**config.mk**
```make
export PLATFORM = sky130hd
export DESIGN_NAME = line_sensor_tracker_top
export DESIGN_NICKNAME = d
export VERILOG_FILES = /design/src/hw/rtl/lst_pkg.sv /design/src/hw/rtl/line_sensor_tracker_top.sv /design/src/hw/rtl/lst_div.sv /design/src/hw/rtl/lst_cfg.sv /design/src/hw/rtl/lst_datapath.sv /design/src/hw/rtl/lst_ctrl.sv
export SDC_FILE = /design/constraint.sdc
export NUM_CORES = 1
export LEC_CHECK = 0
export ABC_AREA = 1
export BUFFER_PORTS_ARGS = -buffer_cell sky130_fd_sc_hd__buf_2
export CELL_PAD_IN_SITES_DETAIL_PLACEMENT = 1
export CELL_PAD_IN_SITES_GLOBAL_PLACEMENT = 2
export CORE_MARGIN = 10
export CORE_UTILIZATION = 37
export DETAILED_ROUTE_END_ITERATION = 10
export GPL_ROUTABILITY_DRIVEN = 0
export HOLD_SLACK_MARGIN = 0.12
export PLACE_DENSITY_LB_ADDON = 0.1
export SLEW_MARGIN = 20
export SYNTH_ARGS = -nofsm -noshare
export SYNTH_HDL_FRONTEND = slang
export SYNTH_SLANG_ARGS = --single-unit
```
**constraint.sdc**
```tcl
create_clock -name clk_i -period 10.32 [get_ports clk_i]
set_input_delay 0.516 -clock clk_i [delete_from_list [all_inputs] [get_ports clk_i]]
set_output_delay 0.516 -clock clk_i [all_outputs]
set_load 0.02 [all_outputs]
```
**src/hw/rtl/lst_pkg.sv**
```systemverilog
// Package of the line sensor tracker: widths, sensor weights, codes and the
// command, status and configuration structs. No dependencies.
`timescale 1ns / 1ps

package lst_pkg;

  localparam int NumSensors = 8;
  localparam int PosW       = 10;
  localparam int HistDepth  = 5;

  // Divider: magnitude width, divisor width, bits retired per cycle
  localparam int DivW            = 12;
  localparam int OpW             = DivW + 1;
  localparam int DivDenW         = 4;
  localparam int DivBitsPerCycle = 2;
  localparam int DivCycles       = DivW / DivBitsPerCycle;
  localparam int DivCntW         = $clog2(DivCycles + 1);

  localparam logic [DivDenW-1:0] FiltDivisor = DivDenW'(10);

  // Configuration port
  localparam int AddrW = 3;
  localparam int DataW = 32;
  localparam int ConfirmW = 2;
  localparam int GapW     = 4;
  localparam logic [ConfirmW-1:0] ConfirmReset = ConfirmW'(2);
  localparam logic [GapW-1:0]     GapReset     = GapW'(3);

  typedef logic signed [PosW-1:0] pos_t;

  // Sensor weights in thousandths, bit 0 rightmost
  localparam pos_t SensorWeight [NumSensors] = '{
    -10'sd350, -10'sd200, -10'sd120, -10'sd60,
     10'sd60,   10'sd120,  10'sd200,  10'sd350
  };

  typedef enum logic {
    RegConfirm = 1'b0,
    RegGapMin  = 1'b1
  } reg_idx_e;

  typedef enum logic [1:0] {
    ForkNone  = 2'd0,
    ForkLeft  = 2'd1,
    ForkRight = 2'd2,
    ForkCross = 2'd3
  } fork_e;

  typedef enum logic [1:0] {
    CornerStraight = 2'd0,
    CornerLeft     = 2'd1,
    CornerRight    = 2'd2
  } corner_e;

  typedef struct packed {
    logic [ConfirmW-1:0] confirm;
    logic [GapW-1:0]     gap_min;
  } cfg_t;

  typedef struct packed {
    logic load_in;
    logic cent_start;
    logic push_lost;
    logic push_cent;
    logic filt_start;
    logic out_load;
  } ctrl_cmd_t;

  typedef struct packed {
    logic cnt_zero;
    logic div_done;
    logic out_free;
  } dp_status_t;

endpackage

```
**src/hw/rtl/line_sensor_tracker_top.sv**
```systemverilog
// Line sensor tracker: weighted centroid, history, filter and fork detection.
// Top level; depends on lst_pkg, lst_cfg, lst_ctrl, lst_datapath, lst_div.
//
// Usage:
//   Input channel: sensors_i with in_valid_i / in_stall_o; an item is taken
//   at a clock edge with in_valid_i high and in_stall_o low. Output channel:
//   position_o, lost_line_o, corner_o, fork_type_o, fork120_o with
//   out_valid_o / out_stall_i, one result item per input item.
//   Configuration registers sit on the APB-style port: fork_confirm_count at
//   byte address 0, fork_gap_min at 4. Write them only while the block idles.
//   After accept the controller runs centroid, centroid divide (skipped on
//   a lost line), filter, filter divide and done, then is ready for the next
//   item. The shared two-bits-a-cycle divider is used once for the centroid
//   (only when a sensor is lit) and once for the divide by ten.
//   A finished result waits in the output register while out_stall_i is
//   high; the next item is accepted meanwhile, and its result holds in the
//   datapath until the output register frees.
//   Reset (rst_ni low, asynchronous) clears the history, the last seen
//   position, the fork counter and out_valid_o, and restores register
//   defaults (confirm count 2, gap minimum 3).
`timescale 1ns / 1ps

module line_sensor_tracker_top (
  input  logic                               clk_i,
  input  logic                               rst_ni,
  input  logic                               in_valid_i,
  output logic                               in_stall_o,
  input  logic [lst_pkg::NumSensors-1:0]     sensors_i,
  output logic                               out_valid_o,
  input  logic                               out_stall_i,
  output logic signed [lst_pkg::PosW-1:0]    position_o,
  output logic                               lost_line_o,
  output logic [1:0]                         corner_o,
  output logic [1:0]                         fork_type_o,
  output logic                               fork120_o,
  input  logic                               psel,
  input  logic                               penable,
  input  logic                               pwrite,
  input  logic [lst_pkg::AddrW-1:0]          paddr,
  input  logic [lst_pkg::DataW-1:0]          pwdata,
  output logic [lst_pkg::DataW-1:0]          prdata,
  output logic                               pready
);

  lst_pkg::cfg_t       cfg;
  lst_pkg::ctrl_cmd_t  cmd;
  lst_pkg::dp_status_t status;

  lst_cfg u_cfg (
    .clk_i   (clk_i),
    .rst_ni  (rst_ni),
    .psel    (psel),
    .penable (penable),
    .pwrite  (pwrite),
    .paddr   (paddr),
    .pwdata  (pwdata),
    .prdata  (prdata),
    .pready  (pready),
    .cfg_o   (cfg)
  );

  lst_ctrl u_ctrl (
    .clk_i      (clk_i),
    .rst_ni     (rst_ni),
    .in_valid_i (in_valid_i),
    .in_stall_o (in_stall_o),
    .status_i   (status),
    .cmd_o      (cmd)
  );

  lst_datapath u_datapath (
    .clk_i       (clk_i),
    .rst_ni      (rst_ni),
    .cmd_i       (cmd),
    .status_o    (status),
    .cfg_i       (cfg),
    .sensors_i   (sensors_i),
    .out_stall_i (out_stall_i),
    .out_valid_o (out_valid_o),
    .position_o  (position_o),
    .lost_line_o (lost_line_o),
    .corner_o    (corner_o),
    .fork_type_o (fork_type_o),
    .fork120_o   (fork120_o)
  );

endmodule

```
**src/hw/rtl/lst_div.sv**
```systemverilog
// Iterative signed divider by a small unsigned divisor, truncating toward zero.
// Restoring scheme, two quotient bits a cycle. Depends on lst_pkg.
`timescale 1ns / 1ps

module lst_div (
  input  logic                               clk_i,
  input  logic                               rst_ni,
  input  logic                               start_i,
  input  logic signed [lst_pkg::OpW-1:0]     dividend_i,
  input  logic [lst_pkg::DivDenW-1:0]        divisor_i,
  output logic                               done_o,
  output logic signed [lst_pkg::OpW-1:0]     quotient_o
);

  logic                              busy_q, busy_d;
  logic                              done_q, done_d;
  logic [lst_pkg::DivCntW-1:0]       cnt_q, cnt_d;
  logic [lst_pkg::DivW-1:0]          acc_q, acc_d;
  logic [lst_pkg::DivDenW-1:0]       rem_q, rem_d;
  logic [lst_pkg::DivDenW-1:0]       den_q;
  logic                              neg_q;
  logic [lst_pkg::OpW-1:0]           mag;

  assign mag = dividend_i[lst_pkg::OpW-1] ? lst_pkg::OpW'(-dividend_i)
                                          : lst_pkg::OpW'(dividend_i);

  // Retire two quotient bits per cycle
  always_comb begin
    logic [lst_pkg::DivDenW:0]   trial;
    logic [lst_pkg::DivDenW-1:0] rem_v;
    logic [lst_pkg::DivW-1:0]    acc_v;
    rem_v = rem_q;
    acc_v = acc_q;
    for (int k = 0; k < lst_pkg::DivBitsPerCycle; k++) begin
      trial = {rem_v, acc_v[lst_pkg::DivW-1]};
      acc_v = {acc_v[lst_pkg::DivW-2:0], 1'b0};
      if (trial >= {1'b0, den_q}) begin
        trial    = trial - {1'b0, den_q};
        acc_v[0] = 1'b1;
      end
      rem_v = trial[lst_pkg::DivDenW-1:0];
    end
    rem_d = rem_v;
    acc_d = acc_v;
  end

  // Sequence the iterations
  always_comb begin
    busy_d = busy_q;
    cnt_d  = cnt_q;
    done_d = 1'b0;
    if (start_i) begin
      busy_d = 1'b1;
      cnt_d  = '0;
    end else if (busy_q) begin
      cnt_d = cnt_q + 1'b1;
      if (cnt_q == lst_pkg::DivCntW'(lst_pkg::DivCycles - 1)) begin
        busy_d = 1'b0;
        done_d = 1'b1;
      end
    end
  end

  always_ff @(posedge clk_i or negedge rst_ni) begin
    if (!rst_ni) begin
      busy_q <= 1'b0;
      done_q <= 1'b0;
      cnt_q  <= '0;
    end else begin
      busy_q <= busy_d;
      done_q <= done_d;
      cnt_q  <= cnt_d;
    end
  end

  // Load operands on start, then shift
  always_ff @(posedge clk_i) begin
    if (start_i) begin
      acc_q <= mag[lst_pkg::DivW-1:0];
      rem_q <= '0;
      den_q <= divisor_i;
      neg_q <= dividend_i[lst_pkg::OpW-1];
    end else if (busy_q) begin
      acc_q <= acc_d;
      rem_q <= rem_d;
    end
  end

  assign done_o     = done_q;
  assign quotient_o = neg_q ? -$signed({1'b0, acc_q}) : $signed({1'b0, acc_q});

endmodule

```
**src/hw/rtl/lst_cfg.sv**
```systemverilog
// Configuration registers of the line sensor tracker behind an APB-style port.
// Depends on lst_pkg.
`timescale 1ns / 1ps

module lst_cfg (
  input  logic                        clk_i,
  input  logic                        rst_ni,
  input  logic                        psel,
  input  logic                        penable,
  input  logic                        pwrite,
  input  logic [lst_pkg::AddrW-1:0]   paddr,
  input  logic [lst_pkg::DataW-1:0]   pwdata,
  output logic [lst_pkg::DataW-1:0]   prdata,
  output logic                        pready,
  output lst_pkg::cfg_t               cfg_o
);

  logic [lst_pkg::ConfirmW-1:0] confirm_q;
  logic [lst_pkg::GapW-1:0]     gap_q;
  lst_pkg::reg_idx_e            idx;

  // Word index; byte offset bits are ignored
  assign idx = lst_pkg::reg_idx_e'(paddr[lst_pkg::AddrW-1]);

  // Write on the access cycle
  always_ff @(posedge clk_i or negedge rst_ni) begin
    if (!rst_ni) begin
      confirm_q <= lst_pkg::ConfirmReset;
      gap_q     <= lst_pkg::GapReset;
    end else if (psel && penable && pwrite) begin
      case (idx)
        lst_pkg::RegConfirm: confirm_q <= pwdata[lst_pkg::ConfirmW-1:0];
        lst_pkg::RegGapMin:  gap_q     <= pwdata[lst_pkg::GapW-1:0];
        default: ;
      endcase
    end
  end

  // Read back
  always_comb begin
    case (idx)
      lst_pkg::RegConfirm: prdata = lst_pkg::DataW'(confirm_q);
      lst_pkg::RegGapMin:  prdata = lst_pkg::DataW'(gap_q);
      default:             prdata = '0;
    endcase
  end

  assign pready        = 1'b1;
  assign cfg_o.confirm = confirm_q;
  assign cfg_o.gap_min = gap_q;

endmodule

```
**src/hw/rtl/lst_datapath.sv**
```systemverilog
// Datapath of the line sensor tracker: centroid sums, position history, filter,
// corner and fork classification, output register. Depends on lst_pkg, lst_div.
`timescale 1ns / 1ps

module lst_datapath (
  input  logic                              clk_i,
  input  logic                              rst_ni,
  input  lst_pkg::ctrl_cmd_t                cmd_i,
  output lst_pkg::dp_status_t               status_o,
  input  lst_pkg::cfg_t                     cfg_i,
  input  logic [lst_pkg::NumSensors-1:0]    sensors_i,
  input  logic                              out_stall_i,
  output logic                              out_valid_o,
  output logic signed [lst_pkg::PosW-1:0]   position_o,
  output logic                              lost_line_o,
  output logic [1:0]                        corner_o,
  output logic [1:0]                        fork_type_o,
  output logic                              fork120_o
);

  localparam int MeanW = lst_pkg::PosW + 2;

  logic [lst_pkg::NumSensors-1:0]   sens_q;
  logic signed [lst_pkg::OpW-1:0]   sum_q, sum_in;
  logic [lst_pkg::DivDenW-1:0]      cnt_q, cnt_in;
  lst_pkg::pos_t                    hist_q [lst_pkg::HistDepth];
  lst_pkg::pos_t                    last_q;
  lst_pkg::fork_e                   cand_q;
  logic [1:0]                       stable_q;
  logic                             out_valid_q;
  lst_pkg::pos_t                    pos_q;
  logic                             lost_q;
  lst_pkg::corner_e                 corner_q;
  lst_pkg::fork_e                   fork_q;
  logic                             fork120_q;

  logic signed [MeanW-1:0]          msum;
  logic [MeanW-1:0]                 mbias;
  lst_pkg::pos_t                    mean;
  lst_pkg::pos_t                    lost_pos;
  logic signed [lst_pkg::OpW-1:0]   filt_sum;
  logic                             div_start;
  logic signed [lst_pkg::OpW-1:0]   div_num;
  logic [lst_pkg::DivDenW-1:0]      div_den;
  logic                             div_done;
  logic signed [lst_pkg::OpW-1:0]   quotient;

  lst_pkg::fork_e                   kind;
  logic [1:0]                       stable_new;
  logic                             report;
  lst_pkg::corner_e                 corner_c;
  logic                             fork120_c;

  // Sum weights and count lit sensors of the incoming item
  always_comb begin
    logic signed [lst_pkg::OpW-1:0] sum_v;
    logic [lst_pkg::DivDenW-1:0]    cnt_v;
    sum_v = '0;
    cnt_v = '0;
    for (int i = 0; i < lst_pkg::NumSensors; i++) begin
      if (sensors_i[i]) begin
        sum_v = sum_v + lst_pkg::OpW'(lst_pkg::SensorWeight[i]);
        cnt_v = cnt_v + 1'b1;
      end
    end
    sum_in = sum_v;
    cnt_in = cnt_v;
  end

  always_ff @(posedge clk_i) begin
    if (cmd_i.load_in) begin
      sens_q <= sensors_i;
      sum_q  <= sum_in;
      cnt_q  <= cnt_in;
    end
  end

  // Mean of the four entries that move to slots one to four, toward zero
  assign msum  = MeanW'(hist_q[0]) + MeanW'(hist_q[1]) +
                 MeanW'(hist_q[2]) + MeanW'(hist_q[3]);
  assign mbias = msum + {{(MeanW-2){1'b0}}, {2{msum[MeanW-1]}}};
  assign mean  = mbias[MeanW-1:2];
  assign lost_pos = (last_q != '0) ? last_q : mean;

  // Filter numerator from the updated history
  assign filt_sum = lst_pkg::OpW'(7) * lst_pkg::OpW'(hist_q[0]) +
                    lst_pkg::OpW'(3) * lst_pkg::OpW'(hist_q[1]);

  // Shared divider: centroid by count, filter by ten
  assign div_start = cmd_i.cent_start | cmd_i.filt_start;
  assign div_num   = cmd_i.filt_start ? filt_sum : sum_q;
  assign div_den   = cmd_i.filt_start ? lst_pkg::FiltDivisor : cnt_q;

  lst_div u_div (
    .clk_i      (clk_i),
    .rst_ni     (rst_ni),
    .start_i    (div_start),
    .dividend_i (div_num),
    .divisor_i  (div_den),
    .done_o     (div_done),
    .quotient_o (quotient)
  );

  // Shift the history and push the new position
  always_ff @(posedge clk_i or negedge rst_ni) begin
    if (!rst_ni) begin
      for (int k = 0; k < lst_pkg::HistDepth; k++) hist_q[k] <= '0;
      last_q <= '0;
    end else if (cmd_i.push_lost || cmd_i.push_cent) begin
      for (int k = 1; k < lst_pkg::HistDepth; k++) hist_q[k] <= hist_q[k-1];
      if (cmd_i.push_cent) begin
        hist_q[0] <= quotient[lst_pkg::PosW-1:0];
        last_q    <= quotient[lst_pkg::PosW-1:0];
      end else begin
        hist_q[0] <= lost_pos;
      end
    end
  end

  // Classify the fork by runs of dark sensors
  always_comb begin
    logic [3:0] cur;
    logic [3:0] longest;
    logic [2:0] runs;
    logic [1:0] low_lit;
    logic [1:0] high_lit;
    cur     = '0;
    longest = '0;
    runs    = '0;
    for (int i = 0; i < lst_pkg::NumSensors; i++) begin
      if (!sens_q[i]) begin
        cur = cur + 4'd1;
      end else if (cur != '0) begin
        runs = runs + 3'd1;
        if (cur > longest) longest = cur;
        cur = '0;
      end
    end
    if (cur != '0) begin
      runs = runs + 3'd1;
      if (cur > longest) longest = cur;
    end
    low_lit  = 2'(sens_q[0]) + 2'(sens_q[1]) + 2'(sens_q[2]);
    high_lit = 2'(sens_q[5]) + 2'(sens_q[6]) + 2'(sens_q[7]);
    if (!(runs >= 3'd2 || longest >= cfg_i.gap_min)) kind = lst_pkg::ForkNone;
    else if (low_lit > high_lit)                    kind = lst_pkg::ForkLeft;
    else if (high_lit > low_lit)                    kind = lst_pkg::ForkRight;
    else                                            kind = lst_pkg::ForkCross;
  end

  // Confirmation counter, saturating at three
  assign stable_new = (kind != cand_q) ? 2'd1 :
                      (stable_q == 2'd3) ? 2'd3 : stable_q + 2'd1;
  assign report     = stable_new >= cfg_i.confirm;

  // Lit segments with a dark center and both sides lit
  always_comb begin
    logic [2:0] segs;
    segs = 3'(sens_q[0]);
    for (int i = 1; i < lst_pkg::NumSensors; i++) begin
      if (sens_q[i] && !sens_q[i-1]) segs = segs + 3'd1;
    end
    fork120_c = (segs >= 3'd2) && !sens_q[3] && !sens_q[4] &&
                (|sens_q[2:0]) && (|sens_q[7:5]);
  end

  always_comb begin
    if (&sens_q[7:5])      corner_c = lst_pkg::CornerLeft;
    else if (&sens_q[2:0]) corner_c = lst_pkg::CornerRight;
    else                   corner_c = lst_pkg::CornerStraight;
  end

  // Commit fork state when the item is handed to the output
  always_ff @(posedge clk_i or negedge rst_ni) begin
    if (!rst_ni) begin
      cand_q   <= lst_pkg::ForkNone;
      stable_q <= '0;
    end else if (cmd_i.out_load) begin
      if (kind == lst_pkg::ForkNone || report) begin
        cand_q   <= lst_pkg::ForkNone;
        stable_q <= '0;
      end else begin
        cand_q   <= kind;
        stable_q <= stable_new;
      end
    end
  end

  // Output register
  always_ff @(posedge clk_i) begin
    if (cmd_i.out_load) begin
      pos_q     <= quotient[lst_pkg::PosW-1:0];
      lost_q    <= (cnt_q == '0);
      corner_q  <= corner_c;
      fork_q    <= (kind != lst_pkg::ForkNone && report) ? kind : lst_pkg::ForkNone;
      fork120_q <= fork120_c;
    end
  end

  always_ff @(posedge clk_i or negedge rst_ni) begin
    if (!rst_ni) begin
      out_valid_q <= 1'b0;
    end else if (cmd_i.out_load) begin
      out_valid_q <= 1'b1;
    end else if (!out_stall_i) begin
      out_valid_q <= 1'b0;
    end
  end

  assign status_o.cnt_zero = (cnt_q == '0);
  assign status_o.div_done = div_done;
  assign status_o.out_free = !out_valid_q || !out_stall_i;

  assign out_valid_o = out_valid_q;
  assign position_o  = pos_q;
  assign lost_line_o = lost_q;
  assign corner_o    = corner_q;
  assign fork_type_o = fork_q;
  assign fork120_o   = fork120_q;

endmodule

```
**src/hw/rtl/lst_ctrl.sv**
```systemverilog
// Controller of the line sensor tracker: sequences centroid, history push,
// filter divide and output load. Depends on lst_pkg.
`timescale 1ns / 1ps

module lst_ctrl (
  input  logic                 clk_i,
  input  logic                 rst_ni,
  input  logic                 in_valid_i,
  output logic                 in_stall_o,
  input  lst_pkg::dp_status_t  status_i,
  output lst_pkg::ctrl_cmd_t   cmd_o
);

  typedef enum logic [5:0] {
    StIdle = 6'b000001,
    StCent = 6'b000010,
    StCdiv = 6'b000100,
    StFilt = 6'b001000,
    StFdiv = 6'b010000,
    StDone = 6'b100000
  } state_e;

  state_e state_q, state_d;

  always_comb begin
    state_d = state_q;
    cmd_o   = '0;
    case (state_q)
      StIdle: begin
        if (in_valid_i) begin
          cmd_o.load_in = 1'b1;
          state_d       = StCent;
        end
      end
      // Lost line skips the centroid divide
      StCent: begin
        if (status_i.cnt_zero) begin
          cmd_o.push_lost = 1'b1;
          state_d         = StFilt;
        end else begin
          cmd_o.cent_start = 1'b1;
          state_d          = StCdiv;
        end
      end
      StCdiv: begin
        if (status_i.div_done) begin
          cmd_o.push_cent = 1'b1;
          state_d         = StFilt;
        end
      end
      StFilt: begin
        cmd_o.filt_start = 1'b1;
        state_d          = StFdiv;
      end
      StFdiv: begin
        if (status_i.div_done) state_d = StDone;
      end
      // Hold until the output register can take the item
      StDone: begin
        if (status_i.out_free) begin
          cmd_o.out_load = 1'b1;
          state_d        = StIdle;
        end
      end
      default: state_d = StIdle;
    endcase
  end

  always_ff @(posedge clk_i or negedge rst_ni) begin
    if (!rst_ni) begin
      state_q <= StIdle;
    end else begin
      state_q <= state_d;
    end
  end

  assign in_stall_o = (state_q != StIdle);

endmodule

```
==> results <==
- The flow ran to the end, and the final reports show no timing, DRC or antenna violations.
- The clock period could shrink to 9.69 ns.
- The type of the setup path with the least slack is flip-flop to flip-flop.
- The via count of the first global-routing pass is 10,600.
- Summing the areas of all compound-gate instances in the mapped netlist gives 9.72% of the synthesized area.
- The switching power total is 2.47 mW.
- Counting along the longest clock path gives a buffer depth of 2.
- The adder-cell area share of the yosys netlist is 21.1%.
- Measured against its own limit, the worst slew margin works out to 34.5%.
- The kind of end point of the critical path is a flip-flop.
- At the later pin of the worst-skew pair, clock insertion delay measures 0.45 ns.
- The number of antenna violations at the first check in global routing is 1.
- The remaining routing DRC violations is 0.
- The clock transition at the registers of the reported paths is 0.06 ns.
- The number of fillers in the final layout is 4,111.
- Registers are responsible for 18.3% of the overall power.
- At the pin with the least slew margin, the transition time is 0.980 ns.
- The analysis attributes to cell leakage a power of 7.28 nW.
- The combined area of all synthesized cells is 12,600 um2.
- The largest incremental delay on the critical path is 0.48 ns.
- The count of distinct cell types in the synthesized netlist is 64.
- The total design power is 4.92 mW.
- The count of buffers inserted at the top-level ports is 41.
- The dominant combinational cell family by area after synthesis is simple AND/OR/NAND/NOR gates.
- Dividing the detail-routed wire length by the instance count gives 15.5 um.
- Sequential elements use 28.7% of the synthesized area.
- The count of final hold-check violations is 0.
- Using the TritonRoute via totals, the vias-per-cell ratio works out to 4.82.
- The number of placed instances, taps included, is 2,072.
- The largest individual stage delay along the critical path comes from the cell sky130_fd_sc_hd__edfxtp_1.
- The startpoint type of the worst setup path is a flip-flop.
- Setup violations remaining at the end of the flow were counted as 0.
- The x dimension of the die is 204 um.
- The number of buffers created by CTS is 17.
- The number of antenna-violating nets in the routed design is 0.
- Entering global routing, the biggest net connects 73 pins.
- The number of hold-repair buffers added at the cts stage is 0.
- The sink count of the clock tree is 133.
- The max-slew violation count is 0.
- Summed over all layers, the routed wires come to 33,000 um.
- The fraction of power spent switching nets is 50.2%.
- The DRC violation total after the first TritonRoute iteration is 301.
- Data arrives at the worst endpoint at 10.07 ns.
- After synthesis, the share of flip-flops with an asynchronous set or reset is 54.1%.
- Counting every instance in the synthesized netlist gives 1,601.
- In this run the power density over the cells is 344 nW/um2.
- During synthesis, Yosys emitted a total of 0 warnings.
- Combinational logic burns 69.1% of the power.
- Across the run, the number of max-cap violations was 0.
- Static timing analysis puts the maximum clock frequency at 103 MHz.
- The register bit total from synthesis is 133.
- The cell at the root of the clock tree is sky130_fd_sc_hd__clkbuf_16.
- The first global-routing pass estimated 54,800 um of wire.
- Summing over every cut layer, the via total after detailed routing is 10,200.
- The post-route fraction of the period consumed by the critical path is 93.9%.
- The region available for standard cell placement spans 33,500 um2.
- The peak supply drop is 0.000158 V.
- The type of the most critical hold path is input port to asynchronous set/reset pin.
- Summed over all layers, the global routing overflow is 0.
- The final cell count without fillers is 2,128.
- Of all nets on the critical path, the largest fanout is 8.
- Of the total power, the clock network draws 12.6%.
- The number of top-level design ports is 101.
- The required time of the worst setup path is 10.71 ns.
- The area growth from synthesis to layout is 13.8%.
- The vertical extent of the die is 204 um.
- The initial utilization of the core area, before any placement, comes to 37.5%.
- The pre-antenna-repair detailed-routing pass consisted of 4 iterations.
- In the synthesized netlist, mux cells make up 0.339% of the area.
- The clock arrives with 0.0160 ns of skew.
- The floorplan step defined a die boundary enclosing 41,700 um2.
- Global routing consumed, over all layers together, 16.2% of the routing resources.
- The detailed-placement wirelength estimate is 26,500 um.
- The setup TNS is 0 ns.
- The synthesized netlist devotes 5.61% of its cell area to XOR and XNOR gates.
- The internal power contribution is 2.45 mW.
- In this run, synthesis inferred 57 flip-flops with an integrated enable.
- The number of nets at the end of the flow is 1,896.
- The H-tree was split into 4 levels.
- Of the total synthesized cell area, the portion taken by AND, OR, NAND and NOR gates is 23.7%.
- A synthesized cell averages 7.84 um2.
- The dominant register cell in the synthesized netlist is sky130_fd_sc_hd__dfrtp_1.
- Cells with a size suffix above 1 make up 15.7% of the layout.
- The floorplan has 67 rows.
- TritonCTS built the clock tree.
[metal layers]
layer	wire length [um]	track usage [%]
met1	16000	21.2
met5	0	0
met4	432	4.23
met2	15800	27.1
met3	727	2.71
[per-stage QoR]
step	instance area, um2	setup slack [ns]	hold slack (ns)	util, %
2_1_floorplan	12700	1.39	0.220	-
3_3_place_gp	13100	0.185	0.466	39.2
3_5_place_dp	13100	-0.124	0.471	39.2
4_1_cts	13800	0.0145	0.250	41.0
5_1_grt	14300	-0.210	0.292	42.6
6_report	14300	0.633	0.216	42.6
[logic make-up after synthesis]
group,count (synthesis)
AO/OA/AOI/OAI,212
XOR/XNOR,77
adder cells (fa/ha/maj),180
buffers and inverters,319
flip-flops,133
multiplexers,4
other,2
AND/OR/NAND/NOR,674
[cells in the mapped netlist (all sizes together) (3+ instances only)]
| cell | number | share of area, % |
|---|---|---|
| a211oi | 3 | 0.18 |
| a21boi | 3 | 0.18 |
| a21o | 4 | 0.24 |
| a21oi | 53 | 2.2 |
| a31oi | 6 | 0.30 |
| buf | 36 | 2.1 |
| clkbuf | 17 | 0.75 |
| clkinv | 3 | 0.090 |
| dfrtp | 68 | 14 |
| dfstp | 4 | 0.84 |
| dfxtp | 4 | 0.64 |
| edfxtp | 57 | 14 |
| fa | 53 | 8.4 |
| ha | 127 | 13 |
| inv | 263 | 7.9 |
| nand2 | 406 | 13 |
| nand3 | 84 | 4.0 |
| nand3b | 5 | 0.30 |
| nand4 | 17 | 0.90 |
| nor2 | 119 | 3.8 |
| nor3 | 16 | 0.68 |
| nor4 | 8 | 0.52 |
| o211ai | 6 | 0.36 |
| o21ai | 107 | 4.4 |
| o21bai | 6 | 0.36 |
| o221ai | 4 | 0.28 |
| o22ai | 7 | 0.35 |
| or2 | 14 | 0.70 |
| xnor2 | 31 | 2.2 |
| xor2 | 46 | 3.4 |
[flip-flops by register name, indices dropped and copies added, names as in the netlist, 3 cells and up]
signal and cells:
u_datapath.hist_q 40, u_datapath.last_q 10, u_datapath.sum_q 12, u_datapath.sens_q 8
u_cfg.gap_q 4, u_datapath.u_div.acc_q 12, u_datapath.u_div.rem_q 4, u_ctrl.state_q 6
u_datapath.cnt_q 4, u_datapath.u_div.den_q 4, u_datapath.u_div.cnt_q 3, u_datapath.position_o 10
[area by class of cell]
class	instances	area, um2	area share [%]
well taps	448	561	3.92
repair buffers	72	460	3.22
flip-flops and latches	133	3600	25.2
diodes	1	2.50	0.0175
clock buffers	21	514	3.60
multi-input cells	1176	8070	56.5
clock inverters	11	81.3	0.569
inverters	266	1010	7.04
[power by group through the flow]
stage | Sequential, mW | Clock [mW] | Combinational (mW)
after detailed placement | 0.915 | 0 | 3.03
after floorplan | 0.845 | 0 | 2.30
after global routing | 0.924 | 0.656 | 3.95
after global placement | 0.911 | 0 | 2.94
final | 0.901 | 0.618 | 3.40
after CTS | 0.906 | 0.635 | 3.06
[worst paths after layout]
kind | slack, ns | cells after the start | startpoint | endpoint
min in group clk_i | 0.33 | 3 | pwdata[3] | u_cfg.gap_q[3]
worst max-delay path | 0.63 | 73 | u_datapath.sens_q[0] | u_datapath.stable_q[1]
worst min register to register | 0.48 | 2 | u_datapath.u_div.rem_q[3] | u_datapath.u_div.rem_q[3]
worst min-delay path | 0.22 | 1 | rst_ni | u_cfg.confirm_q[0]
max in group asynchronous | 9.50 | 1 | rst_ni | u_datapath.hist_q[13]
worst max register to register | 0.63 | 73 | u_datapath.sens_q[0] | u_datapath.stable_q[1]
[what timing repair did]
action                                  CTS  global route
endpoints found under the hold margin     0             0
endpoints found under the setup margin    2             6
buffers inserted                          0            23
pin swaps                                 0            57
gates resized for setup                   4            92
[layout by cell type (no fill, tap or decap), types with 5 or more instances in the layout]
master and count:
sky130_fd_sc_hd__a31oi_1 6, sky130_fd_sc_hd__o21ai_0 74, sky130_fd_sc_hd__edfxtp_1 57, sky130_fd_sc_hd__nand3b_1 5, sky130_fd_sc_hd__or2_2 13, sky130_fd_sc_hd__conb_1 29, sky130_fd_sc_hd__nor3_1 15, sky130_fd_sc_hd__dfrtp_1 68
sky130_fd_sc_hd__nand4_1 16, sky130_fd_sc_hd__o211ai_1 6, sky130_fd_sc_hd__nor2_2 10, sky130_fd_sc_hd__a21oi_2 11, sky130_fd_sc_hd__xnor2_1 31, sky130_fd_sc_hd__o21ai_1 19, sky130_fd_sc_hd__clkbuf_16 20, sky130_fd_sc_hd__nor4_1 7
sky130_fd_sc_hd__buf_4 29, sky130_fd_sc_hd__a21oi_1 40, sky130_fd_sc_hd__inv_1 238, sky130_fd_sc_hd__nand3_2 14, sky130_fd_sc_hd__o22ai_1 7, sky130_fd_sc_hd__ha_4 9, sky130_fd_sc_hd__nand2_2 31, sky130_fd_sc_hd__buf_2 40
sky130_fd_sc_hd__ha_1 117, sky130_fd_sc_hd__inv_2 22, sky130_fd_sc_hd__fa_1 52, sky130_fd_sc_hd__nand3_1 67, sky130_fd_sc_hd__o21ai_2 11, sky130_fd_sc_hd__o21bai_1 5, sky130_fd_sc_hd__xor2_1 42, sky130_fd_sc_hd__nand2_1 371
sky130_fd_sc_hd__nor2_1 106
[critical path: cells and delay by family, from the launching register on]
family                   cells  cell delay (ns)
AND/OR/NAND/NOR             31             3.25
AO/OA/AOI/OAI               23             2.89
adder cells (fa/ha/maj)      9             2.22
buffers and inverters       10             0.83
flip-flops                   1             0.48
Note: power is estimated with default switching activity, not from simulation.
